### config.mk
export PLATFORM = sky130hd
export DESIGN_NAME = backtracking_permutation_generator
export DESIGN_NICKNAME = d
export VERILOG_FILES = /design/src/rtl/core/bpg_pkg.sv /design/src/rtl/core/bpg_next_free.sv /design/src/rtl/core/backtracking_permutation_generator.sv
export SDC_FILE = /design/constraint.sdc
export NUM_CORES = 1
export LEC_CHECK = 0
export BUFFER_PORTS_ARGS = -buffer_cell sky130_fd_sc_hd__buf_2
export CAP_MARGIN = 20
export CORE_UTILIZATION = 65
export CTS_CLUSTER_SIZE = 24
export DETAILED_ROUTE_END_ITERATION = 10
export PLACE_DENSITY = 0.85
export SLEW_MARGIN = 25
export SYNTH_ARGS = -nofsm -noshare
export SYNTH_HDL_FRONTEND = slang
export SYNTH_SLANG_ARGS = --single-unit
### constraint.sdc
create_clock -name clk -period 8.6 [get_ports clk]
set_input_delay 0.43 -clock clk [delete_from_list [all_inputs] [get_ports clk]]
set_output_delay 0.43 -clock clk [all_outputs]
set_load 0.01 [all_outputs]
### src/rtl/core/bpg_pkg.sv
package bpg_pkg;

  // sizes
  localparam int MaxElements = 8;
  localparam int PosW        = 3;
  localparam int ValW        = 4;
  localparam int SolW        = 16;

  typedef logic [PosW-1:0]        pos_t;
  typedef logic [ValW-1:0]        val_t;
  typedef logic [SolW-1:0]        sol_t;
  typedef logic [MaxElements-1:0] mask_t;

  // length after reset
  localparam val_t LenReset = 4'd4;

  // request to the free-value finder
  typedef struct packed {
    val_t  cur_val;
    val_t  n_eff;
    mask_t used;
  } free_req_t;

  // answer of the free-value finder
  typedef struct packed {
    logic found;
    val_t value;
  } free_res_t;

  // zero acts as one, anything above the maximum acts as the maximum
  function automatic val_t clamp_len(input val_t raw);
    val_t n;
    n = raw;
    if (raw == val_t'(0)) n = val_t'(1);
    if (raw > val_t'(MaxElements)) n = val_t'(MaxElements);
    return n;
  endfunction

  // one-hot mask for value v (bit v-1); zero gives an empty mask
  function automatic mask_t val_bit(input val_t v);
    mask_t m;
    for (int i = 0; i < MaxElements; i++) begin
      m[i] = (v == val_t'(i + 1));
    end
    return m;
  endfunction

endpackage

### src/rtl/core/bpg_next_free.sv
module bpg_next_free (
  input  bpg_pkg::free_req_t req,
  output bpg_pkg::free_res_t res
);
  import bpg_pkg::*;

  // smallest value above cur_val, at most n, not held by an earlier position
  always_comb begin
    res = '0;
    for (int i = MaxElements - 1; i >= 0; i--) begin
      if ((val_t'(i + 1) > req.cur_val) && (val_t'(i + 1) <= req.n_eff) && !req.used[i]) begin
        res.found = 1'b1;
        res.value = val_t'(i + 1);
      end
    end
  end

endmodule

### src/rtl/core/backtracking_permutation_generator.sv
// Search: a forward step passes through the search state, a backtrack step through the
//   search and pop states; then the n results stream one per cycle from a registered read.
// Finished listing: a request gets its one result in the next cycle, no busy time.
// Requests: a new permutation request is taken only in idle, once busy has dropped after
//   the previous request's search and serial readout; results cannot be stalled.
// Reset (rst_n low, synchronous): length 4, listing restarted, no results pending.
module backtracking_permutation_generator (
  input  logic               clk,
  input  logic               rst_n,
  input  logic               start,
  output logic               busy,
  input  logic               in_restart,
  input  logic               cfg_valid,
  output logic               cfg_ready,
  input  bpg_pkg::val_t      cfg_perm_length,
  output logic               out_valid,
  output bpg_pkg::pos_t      out_position,
  output bpg_pkg::val_t      out_element_value,
  output bpg_pkg::sol_t      out_solution_number,
  output logic               out_last_of_run,
  output logic               out_exhausted
);
  import bpg_pkg::*;

  typedef enum logic [1:0] {
    ST_IDLE,
    ST_SEARCH,
    ST_POP,
    ST_EMIT
  } state_t;

  state_t state_r, state_nxt;
  pos_t   level_r, level_nxt;
  val_t   cur_val_r, cur_val_nxt;
  mask_t  used_r, used_nxt;
  sol_t   sol_r, sol_nxt;
  logic   fin_r, fin_nxt;
  val_t   len_r, len_nxt;
  pos_t   rd_idx_r, rd_idx_nxt;
  logic   pend_r, pend_nxt;
  pos_t   pidx_r, pidx_nxt;
  logic   plast_r, plast_nxt;
  logic   exh_r, exh_nxt;

  // position memory
  val_t   pos_mem [MaxElements];
  val_t   rdata_r;
  logic   mem_we, mem_re;
  pos_t   mem_waddr, mem_raddr;
  val_t   mem_wdata;

  val_t      n_eff, n_m1;
  pos_t      last_lvl;
  logic      fin_now;
  free_req_t fr_req;
  free_res_t fr_res;

  assign n_eff    = clamp_len(len_r);
  assign n_m1     = n_eff - val_t'(1);
  assign last_lvl = n_m1[PosW-1:0];

  assign fr_req.cur_val = cur_val_r;
  assign fr_req.n_eff   = n_eff;
  assign fr_req.used    = used_r;

  bpg_next_free u_next_free (
    .req (fr_req),
    .res (fr_res)
  );

  // next-state logic
  always_comb begin
    state_nxt   = state_r;
    level_nxt   = level_r;
    cur_val_nxt = cur_val_r;
    used_nxt    = used_r;
    sol_nxt     = sol_r;
    fin_nxt     = fin_r;
    len_nxt     = len_r;
    rd_idx_nxt  = rd_idx_r;
    pend_nxt    = 1'b0;
    pidx_nxt    = pidx_r;
    plast_nxt   = plast_r;
    exh_nxt     = 1'b0;
    mem_we      = 1'b0;
    mem_waddr   = level_r;
    mem_wdata   = fr_res.value;
    mem_re      = 1'b0;
    mem_raddr   = rd_idx_r;
    fin_now     = fin_r;

    unique case (state_r)
      ST_IDLE: begin
        // a length write restarts the listing
        if (cfg_valid && cfg_ready) begin
          len_nxt     = cfg_perm_length;
          level_nxt   = '0;
          cur_val_nxt = '0;
          used_nxt    = '0;
          sol_nxt     = '0;
          fin_nxt     = 1'b0;
          fin_now     = 1'b0;
        end
        if (start) begin
          if (in_restart) begin
            level_nxt   = '0;
            cur_val_nxt = '0;
            used_nxt    = '0;
            sol_nxt     = '0;
            fin_nxt     = 1'b0;
            state_nxt   = ST_SEARCH;
          end else if (fin_now) begin
            exh_nxt = 1'b1;
          end else begin
            state_nxt = ST_SEARCH;
          end
        end
      end

      ST_SEARCH: begin
        if (fr_res.found) begin
          mem_we = 1'b1;
          if (level_r == last_lvl) begin
            // full permutation: stream it out
            cur_val_nxt = fr_res.value;
            sol_nxt     = sol_r + sol_t'(1);
            rd_idx_nxt  = '0;
            state_nxt   = ST_EMIT;
          end else begin
            used_nxt    = used_r | val_bit(fr_res.value);
            level_nxt   = level_r + pos_t'(1);
            cur_val_nxt = '0;
          end
        end else if (level_r == '0) begin
          fin_nxt   = 1'b1;
          exh_nxt   = 1'b1;
          state_nxt = ST_IDLE;
        end else begin
          // backtrack: fetch the value one level down
          level_nxt = level_r - pos_t'(1);
          mem_re    = 1'b1;
          mem_raddr = level_r - pos_t'(1);
          state_nxt = ST_POP;
        end
      end

      ST_POP: begin
        cur_val_nxt = rdata_r;
        used_nxt    = used_r & ~val_bit(rdata_r);
        state_nxt   = ST_SEARCH;
      end

      ST_EMIT: begin
        mem_re     = 1'b1;
        mem_raddr  = rd_idx_r;
        pend_nxt   = 1'b1;
        pidx_nxt   = rd_idx_r;
        plast_nxt  = (rd_idx_r == last_lvl);
        rd_idx_nxt = rd_idx_r + pos_t'(1);
        if (rd_idx_r == last_lvl) state_nxt = ST_IDLE;
      end

      default: state_nxt = ST_IDLE;
    endcase
  end

  // state and registered outputs
  always_ff @(posedge clk) begin
    if (!rst_n) begin
      state_r   <= ST_IDLE;
      level_r   <= '0;
      cur_val_r <= '0;
      used_r    <= '0;
      sol_r     <= '0;
      fin_r     <= 1'b0;
      len_r     <= LenReset;
      rd_idx_r  <= '0;
      pend_r    <= 1'b0;
      exh_r     <= 1'b0;
    end else begin
      state_r   <= state_nxt;
      level_r   <= level_nxt;
      cur_val_r <= cur_val_nxt;
      used_r    <= used_nxt;
      sol_r     <= sol_nxt;
      fin_r     <= fin_nxt;
      len_r     <= len_nxt;
      rd_idx_r  <= rd_idx_nxt;
      pend_r    <= pend_nxt;
      exh_r     <= exh_nxt;
    end
    pidx_r  <= pidx_nxt;
    plast_r <= plast_nxt;
  end

  // position memory: one write, one registered read
  always_ff @(posedge clk) begin
    if (mem_we) pos_mem[mem_waddr] <= mem_wdata;
    if (mem_re) rdata_r <= pos_mem[mem_raddr];
  end

  // handshake and result ports
  assign busy      = (state_r != ST_IDLE);
  assign cfg_ready = (state_r == ST_IDLE);

  assign out_valid           = pend_r | exh_r;
  assign out_position        = exh_r ? '0 : pidx_r;
  assign out_element_value   = exh_r ? '0 : rdata_r;
  assign out_solution_number = exh_r ? '0 : sol_r;
  assign out_last_of_run     = exh_r | plast_r;
  assign out_exhausted       = exh_r;

endmodule

# After elaboration in Yosys (flattened, before gate mapping)
# Memory sizes are Yosys's and may differ from the RTL's. A register that Yosys moved wholly into a read port is not among the register bits.
# Cells that the tools add are included.
# word_totals
ff_bits	47
memories	1
inputBits	9
latchBits	0
romBits	0
wordCells	185
ram_bits	32
out_inout_bits	28
# memory_table
memory	words	word_bits	read_ports	rd_ports_with_merged_regs	wr	line_no	text
pos_mem	8	4	1	1	1	backtracking_permutation_generator.sv:46	val_t pos_mem [MaxElements];
# op_classes
multipliers	0
n_addsub	5
bitwise	5
n_eq_ne	32
n_lt_le_gt_ge	17
reduce_logical	40
muxes	73
div	0
shift	0
# op_table
op	n
16-bit two-way mux	6
5-bit two-way mux	8
8-bit two-way mux	5
3-bit two-way mux	12
4-bit by 3-bit equality test with 1-bit output (second input constant)	8
4-bit two-way mux	8
16-bit case mux with 2 select lines	1
8-bit case mux with 3 select lines	1
1-bit two-way mux	18
1-bit logical AND	17
16-bit by 1-bit adder with 16-bit output (second input constant)	1
4-bit by 2-bit equality test with 1-bit output (second input constant)	4
3-bit by 4-bit > comparator with 1-bit output (first input constant)	4
3-bit by 4-bit <= comparator with 1-bit output (first input constant)	4
3-bit AND reduction	5
2-bit two-way mux	7
2-bit != test (second input constant)	7
3-bit != test (second input constant)	4
3-bit case mux with 2 select lines	2
4-bit case mux with 3 select lines	1
8-bit bitwise AND	1
4-bit by 1-bit equality test with 1-bit output (second input constant)	2
4-bit equality test (second input constant)	2
2-bit by 4-bit > comparator with 1-bit output (first input constant)	2
24 further kinds	42

# Logic depth before layout (Yosys ltp)
# Gate-level depths: netlist (run 1).
# logic_depth
ltp_word	19
depth_mapped	13

# Cells and area by module
# From an unflattened synthesis (run 1), not the netlist that was laid out.
# hier_totals
cells_unflattened	469
hier_area_um2	4663.2
# modules_own_cells
module	seq_area_each_um2	area_per_inst_um2	n_inst	cells_per_inst
backtracking_permutation_generator	2062.0	4340.4	1	421
bpg_next_free	0.0	322.8	1	48

# Least setup slack after synthesis (run 1)
# OpenSTA, ideal clock, no wires.
# synth_timing
path_kind	register to register
startpoint	register len_r[2]
endpoint	register rdata_r[0] (read register of pos_mem), data pin
arrival_time_ns	2.586
stages_incl_launch_ff	14
t_required_ns	8.319
path_slack_ns	5.733
setup_time_ns	0.281
cell_sequence	dfxtp_1 > o21ba_1 > nor2_1 > inv_1 > ha_1 > or3_1 > a32o_1 > o21ai_2 > buf_2 > buf_2 > a22o_1 > nand3_1 > o22ai_1 > a221oi_1
# synth_via
elab_chain_len	16
word_cells_on_any_way	40
cone_classes	order compare (9); mux (14); reduce/logical (17)
# synth_rtl
item	line_no	text
from (decl)	backtracking_permutation_generator.sv:38	val_t len_r, len_nxt;
from (signal assigned)	backtracking_permutation_generator.sv:176	len_r <= LenReset;
from (signal assigned)	backtracking_permutation_generator.sv:187	len_r <= len_nxt;
branches (longest 2 deep; another with 4-bit > comparator)	-	
4-bit two-way mux *	bpg_pkg.sv:35	if (raw > val_t'(MaxElements)) n = val_t'(MaxElements);
4-bit <= comparator	bpg_next_free.sv:11	if ((val_t'(i + 1) > req.cur_val) && (val_t'(i + 1) <= req.n_eff) && !req.used[i]) begin
1-bit logical AND (2 in series)	bpg_next_free.sv:11	
5-bit two-way mux (7 in series)	bpg_next_free.sv:11	
5-bit two-way mux *	bpg_next_free.sv:11	
1-bit two-way mux / 3-bit two-way mux (equally long branches)	backtracking_permutation_generator.sv:121	if (fr_res.found) begin
1-bit case mux with 2 select lines / 3-bit two-way mux (equally long branches)	backtracking_permutation_generator.sv:92	unique case (state_r)
to (decl)	backtracking_permutation_generator.sv:47	val_t rdata_r;
# Every way passes the cells marked *.
# A chain may end at the register's enable or synchronous reset.

# Final worst setup path (run 1)
# layout_timing
startpoint	register len_r[0]
endpoint	register rdata_r[2] (read register of pos_mem), data pin
# Same word-level chain as after synthesis.

==> reports/metrics.yaml, run 1 <==
status: "completed"
synth-compound-area-share_pct: 22.6
rr_startpoint: "len_r[0]$_SDFFE_PN0P_"
hold_viol: 0
nNetsFinal: 604
worstSetupPathType: "reg -> reg"
cts-root-buf: "clkbuf_8"
fin_util_pct: 74.2
syn_area_sq_um: 5030
post_cts_buffers: 0
cts-buffers-inserted: 9
holdPathStages: 3
finalSetupTns_ps: 0
grt_pass1_wl_mm: 20.9
final_cell_mix: "nand2_1 (59), dfxtp_1 (43), edfxtp_1 (40)"
grt_use_total_pct: 32.5
synth_top_family_by_area: "simple AND/OR/NAND/NOR gates"
synth-edff-count: 40
synth-xor-area-share_pct: 1.69
met2_usage_pct: 49.9
pre_cts_slack_ps: 5160
setup_ws_ps: 5070
grt_most_used_layer: "met2"
tightest_slew_ps: 973
reg2reg_to: "rdata_r[2]$_DFFE_PP_"
met1_usage_pct: 45.0
clock-sinks: 83
drt_pre_antenna_iters: 6
dp_hpwl_mm: 9.09
drv_cap: 0
fin_crit_ps: 3530
final.period_utilization_pct: 41.1
muxShareOfSynthArea_pct: 2.19
cts_buffer_depth: 2
synth_simple_gate_area_share_pct: 25.0
slew_viol_final: 0
hold_path_end: "len_r[3]$_SDFFE_PN0P_"
via_count: 4699
gp_congestion: 0.949
max_slew_margin_pct: 35.1
r2r_setup_slack_ps: 5070
crit_path_max_fanout: 12
die-area_sq_um: 8100
synth_cells: 567
post-route-cell-area_sq_um: 5470
die_h_microns: 90.0
ir_drop_mv: 0.147
cp-end-kind: "flop"
finalSetupViolations: 0
cts_max_level: 3
clkTransAtPathRegs_ps: 90
drive_gt1_share_pct: 13.9
drc: 0
placed_cell_area_sq_um: 5220
antennaDiodeCount: 0
yosysWarnings: 0
syn2layout_area_growth_pct: 8.65
synthArstFlopShare_pct: 0
power.density_nw_per_um2: 207
drt_iter0_drc: 540
rsz0062_at_grt: "false"
wirelength_mm: 13.1
syn-num-nets: 588
cts_resized: 0
io-pin-count: 37
initial_core_util_pct: 68.3
synth_seq_cells: 83
reg2regPathDepth: 11
skew_ps: 10.5
synth-adder-area-share_pct: 2.98
grt_max_degree: 37
max_freq_mhz: 283
wire_per_inst_microns: 19.0
grt_pass1_vias: 4274
synth_flop_cell: "dfxtp_1"
die_x_microns: 90.0
rows: 31
cts_tree: "done"
drtAntennaViolNets: 0
holdCritStartpoint: "cfg_perm_length[3]"
via_per_inst: 6.84
cp-start-kind: "flop"
ys_seq_area_share_pct: 41.0
io_buffers: 36
met3_usage_pct: 5.50
nFillCells: 523
overflow: 0
core_area_sq_um: 7370
avgSynthCellArea_sq_um: 8.88
synth_cell_type_count: 72
hp-class: "in -> reg"
holdBufCountCts: 0
antenna_found_initial: 0
leakagePower_nw: 1.99
worstPathArrival_ps: 3670
final_common_cell: "nand2_1"
holdWs_ps: 318
crit_required_ps: 8740
clkLatencyLatePin_ps: 360
synthesized netlist by cell type (all sizes together), types with 15 or more instances:
library cell  instances  area share (%)
inv                  22             1.6
nor2b                24             3.0
a21oi                42             4.3
edfxtp               40              24
clkbuf               25             1.9
dfxtp                43              17
o21ai                30             3.1
nand3                31             3.1
nand4                15             1.9
nand2                59             4.4
nor2                 37             2.9
through the flow:
stage | total power [W] | instances
floorplan | 0.000729 | 567
global placement | 0.000799 | 671
detailed placement | 0.000809 | 671
CTS | 0.00112 | 687
global route | 0.00118 | 687
finish | 0.00113 | 687
state kept, by name (all words and copies together) (netlist names):
name           flops
used_r             8
pos_mem           32
out_exhausted      1
len_r              4
level_r            3
pend_r             1
pidx_r             3
state_r            2
plast_r            1
rd_idx_r           3
fin_r              1
cur_val_r          4
sol_r             16
rdata_r            4
critical path: stages (launching register included):
cell and delay [ps]:
dfxtp_1 400, o21ba_1 200, nor2_1 220, inv_1 100
ha_1 220, or3_1 360, a32o_1 260, o21a_1 390
nor3_1 440, nand4bb_1 270, o22ai_1 130, a221oi_1 320
per-layer routing:
metal  routed length [microns]  vias up
met3                      1300       36
met4                       310        0
met1                      5450     2204
met2                      6030      300
met5                         0        -
li1                          -     2159
worst max path at each step:
stage                               start                   end  slack (ps)  cells past startpoint
floorplan           len_r[2]$_SDFFE_PN1P_  rdata_r[0]$_DFFE_PP_        5730                     13
finish              len_r[0]$_SDFFE_PN0P_  rdata_r[2]$_DFFE_PP_        5070                     11
CTS                 len_r[2]$_SDFFE_PN1P_  rdata_r[2]$_DFFE_PP_        5130                     12
global route        len_r[0]$_SDFFE_PN0P_  rdata_r[2]$_DFFE_PP_        4860                     11
global placement    len_r[2]$_SDFFE_PN1P_  rdata_r[1]$_DFFE_PP_        5300                     12
detailed placement  len_r[0]$_SDFFE_PN0P_  rdata_r[2]$_DFFE_PP_        5160                     12
kinds of logic (layout without fill, tap and decap cells):
group,after synthesis,after routing
compound gates,159,159
xor+xnor,8,8
flops,83,83
buf+inv,58,79
mux,11,11
simple gates,236,236
fa+ha+maj,12,12
power by group:
group | total [W] | switching [W] | internal (W)
logic | 0.000354 | 0.000238 | 0.000116
clock network | 0.000316 | 0.000143 | 0.000173
registers | 0.000461 | 0.0000219 | 0.000439
total | 0.00113 | 0.000403 | 0.000729
final cells by class:
| type | count | area, sq um | area share [%] |
|---|---|---|---|
| well taps | 99 | 124 | 2.26 |
| clock inverters | 5 | 85.1 | 1.56 |
| multi-input cells | 426 | 2760 | 50.5 |
| flip-flops and latches | 83 | 2060 | 37.7 |
| clock buffers | 11 | 141 | 2.58 |
| inverters | 23 | 86.3 | 1.58 |
| repair buffers | 40 | 210 | 3.84 |
No activity file was read; power rests on OpenSTA's default activity.
==> inputs of run 2 (changes only) <==
- CORE_UTILIZATION: 65 -> 55
- PLACE_DENSITY: 0.85 -> 0.77
- clock period: 8.6 -> 3.1 ns (I/O delays scaled with it)
==> reports/metrics.yaml, run 2 (synthesized netlist as in run 1, its figures left out) <==
status: "complete, but fails checks"
violations: "DRC"
cp-start-kind: "flop"
gp_congestion: 0.919  # -3.2%
final.period_utilization_pct: 98.4  # +57 points
cts_buffer_depth: 2  # unchanged
via_per_inst: 6.53  # -4.5%
p_total_w: 0.00331  # +190%
initial_core_util_pct: 57.2  # -11 points
max_slew_margin_pct: 34.7  # -0.31 points
worstSetupPathType: "reg -> reg"
drive_gt1_share_pct: 23.0  # +9.0 points
power.density_nw_per_um2: 556  # +170%
skew_ps: 7.80  # -2.70 ps
cts_max_level: 3  # unchanged
clkLatencyLatePin_ps: 380  # +20 ps
largest_register_ffs: 32  # unchanged
crit_path_max_fanout: 29  # +17
crit_required_ps: 3220  # -5520 ps
overflow: 0  # unchanged
power_frac_clock_pct: 26.1  # -1.9 points
cp-end-kind: "flop"
reg2regPathDepth: 11  # unchanged
drv_cap: 0  # unchanged
final_cell_mix: "nand2_1 (59), dfxtp_1 (42), edfxtp_1 (40)"
max_flop_register: "pos_mem"
grt_pass1_wl_mm: 21.8  # +3.9%
fin_crit_ps: 3050  # -482 ps
p_int_w: 0.00205  # +180%
slew_viol_final: 0  # unchanged
cts-root-buf: "clkbuf_8"
netSwitchingPower_w: 0.00126  # +210%
max_freq_mhz: 328  # +16%
seqCellArea_sq_um: 2060  # about the same
tightest_slew_ps: 977  # +4.70 ps
leakagePower_nw: 2.22  # +11%
die_x_microns: 97.7  # +8.5%
drt_pre_antenna_iters: 8  # +2
clkTransAtPathRegs_ps: 90  # about the same
clock-sinks: 83  # unchanged
die_h_microns: 97.7  # +8.5%
wirelength_mm: 13.9  # +6.1%
io-pin-count: 37  # unchanged
top_regs: "pos_mem x32, sol_r x16, used_r x8"
worstPathArrival_ps: 3170  # -500 ps
fin_util_pct: 67.6  # -6.7 points
rows: 34  # +9.7%
drtAntennaViolNets: 0  # unchanged
antenna_found_initial: 0  # unchanged
ir_drop_mv: 0.282  # +92%
final_common_cell: "nand2_1"
holdPathStages: 3  # unchanged
wire_per_inst_microns: 19.0  # -0.17%
sw_frac_of_total_pct: 38.1  # +2.5 points
io_buffers: 36  # unchanged
nNetsFinal: 638  # +5.6%
grt_max_degree: 30  # -19%
grt_use_total_pct: 28.9  # -3.6 points
hold_viol: 0  # unchanged
grt_pass1_vias: 4319  # +1.1%
hp-class: "in -> reg"
dp.cells: 706  # +5.2%
finalSetupViolations: 0  # unchanged
core_area_sq_um: 8810  # +19%
drc: 2  # +2
dp_hpwl_mm: 9.36  # +2.9%
holdWs_ps: 26.6  # -291 ps
instances_no_fill: 730  # +6.3%
combPwrFrac_pct: 35.4  # +4.1 points
cts_tree: "done"
nFillCells: 695  # +33%
power_frac_seq_pct: 38.4  # -2.4 points
syn2layout_area_growth_pct: 18.2
post-route-cell-area_sq_um: 5950  # +8.8%
via_count: 4770  # +1.5%
multiInputGateArea_sq_um: 2940  # +6.4%
placed_cell_area_sq_um: 5450  # +4.4%
antennaDiodeCount: 0  # unchanged
drt_iter0_drc: 460  # -15%
cts-buffers-inserted: 9  # unchanged
die-area_sq_um: 9540  # +18%
run 2: cell types whose count changed in the layout (fill, tap and decap cells not counted), sizes merged:
cell and delta:
dlygate4sd3 +1, inv +3, clkbuf -2, buf +33, bufinv -1
run 2: power groups by stage:
| stage | logic (W) | clock network (W) | registers, W |
|---|---|---|---|
| after global routing | 0.00126 | 0.000909 | 0.00128 |
| after detailed placement | 0.00105 | 0 | 0.00129 |
| after CTS | 0.00107 | 0.000872 | 0.00127 |
| after global placement | 0.00103 | 0 | 0.00129 |
| after floorplan | 0.000751 | 0 | 0.00127 |
| final | 0.00117 | 0.000865 | 0.00127 |
run 2: per-layer routing:
layer / GRT usage (%) / part of all wire (%) / wire length [microns] / vias up
met5: 0 / 0 / 0 / -
met4: 12.2 / 2.6 / 361 / 0
met3: 4.03 / 7.9 / 1090 / 36
li1: - / - / - / 2216
met2: 44.8 / 46 / 6420 / 265
met1: 40.5 / 43 / 6010 / 2253
run 2: worst paths after layout:
check                           endpoint  slack [ps]               startpoint
hold reg to reg   used_r[5]$_SDFFE_PN0P_         480   used_r[5]$_SDFFE_PN0P_
setup reg to reg    rdata_r[1]$_DFFE_PP_          50  level_r[0]$_SDFFE_PN0P_
setup / recovery    rdata_r[1]$_DFFE_PP_          50  level_r[0]$_SDFFE_PN0P_
hold / removal     len_r[3]$_SDFFE_PN0P_          30       cfg_perm_length[3]
run 2: cell type report:
| class | count | share of cell area [%] |
|---|---|---|
| Inverter | 23 | 1.45 |
| Timing Repair Buffer | 74 | 8.56 |
| Tap cell | 108 | 2.27 |
| Clock buffer | 9 | 2.08 |
| Multi-Input combinational cell | 426 | 49.4 |
| Sequential cell | 83 | 34.7 |
| Clock inverter | 7 | 1.58 |
run 2: metrics by stage:
stage	TNS, ps	setup slack, ps
after floorplan	0	233
after global placement	-117	-35.6
after detailed placement	-723	-141
after CTS	0	17.4
after global routing	-200	-58.4
final	0	50.0
run 2: worst max-delay path, cell delays in order, from the launching register on:
cell and delay [ps]:
dfxtp_1 550, inv_1 230, ha_1 260, nand2b_1 190, nand3_1 160, a211oi_2 360
buf_12 230, a21o_1 240, o211ai_1 140, buf_4 180, o22ai_1 200, a221oi_2 60
run 2: timing repair:
action                                  CTS  global route
gates resized for setup                   5            34
hold buffers                              1             0
hold endpoints to repair                  1             0
pin swaps                                 1             9
setup buffers                             3             4
endpoints found under the setup margin   17            44
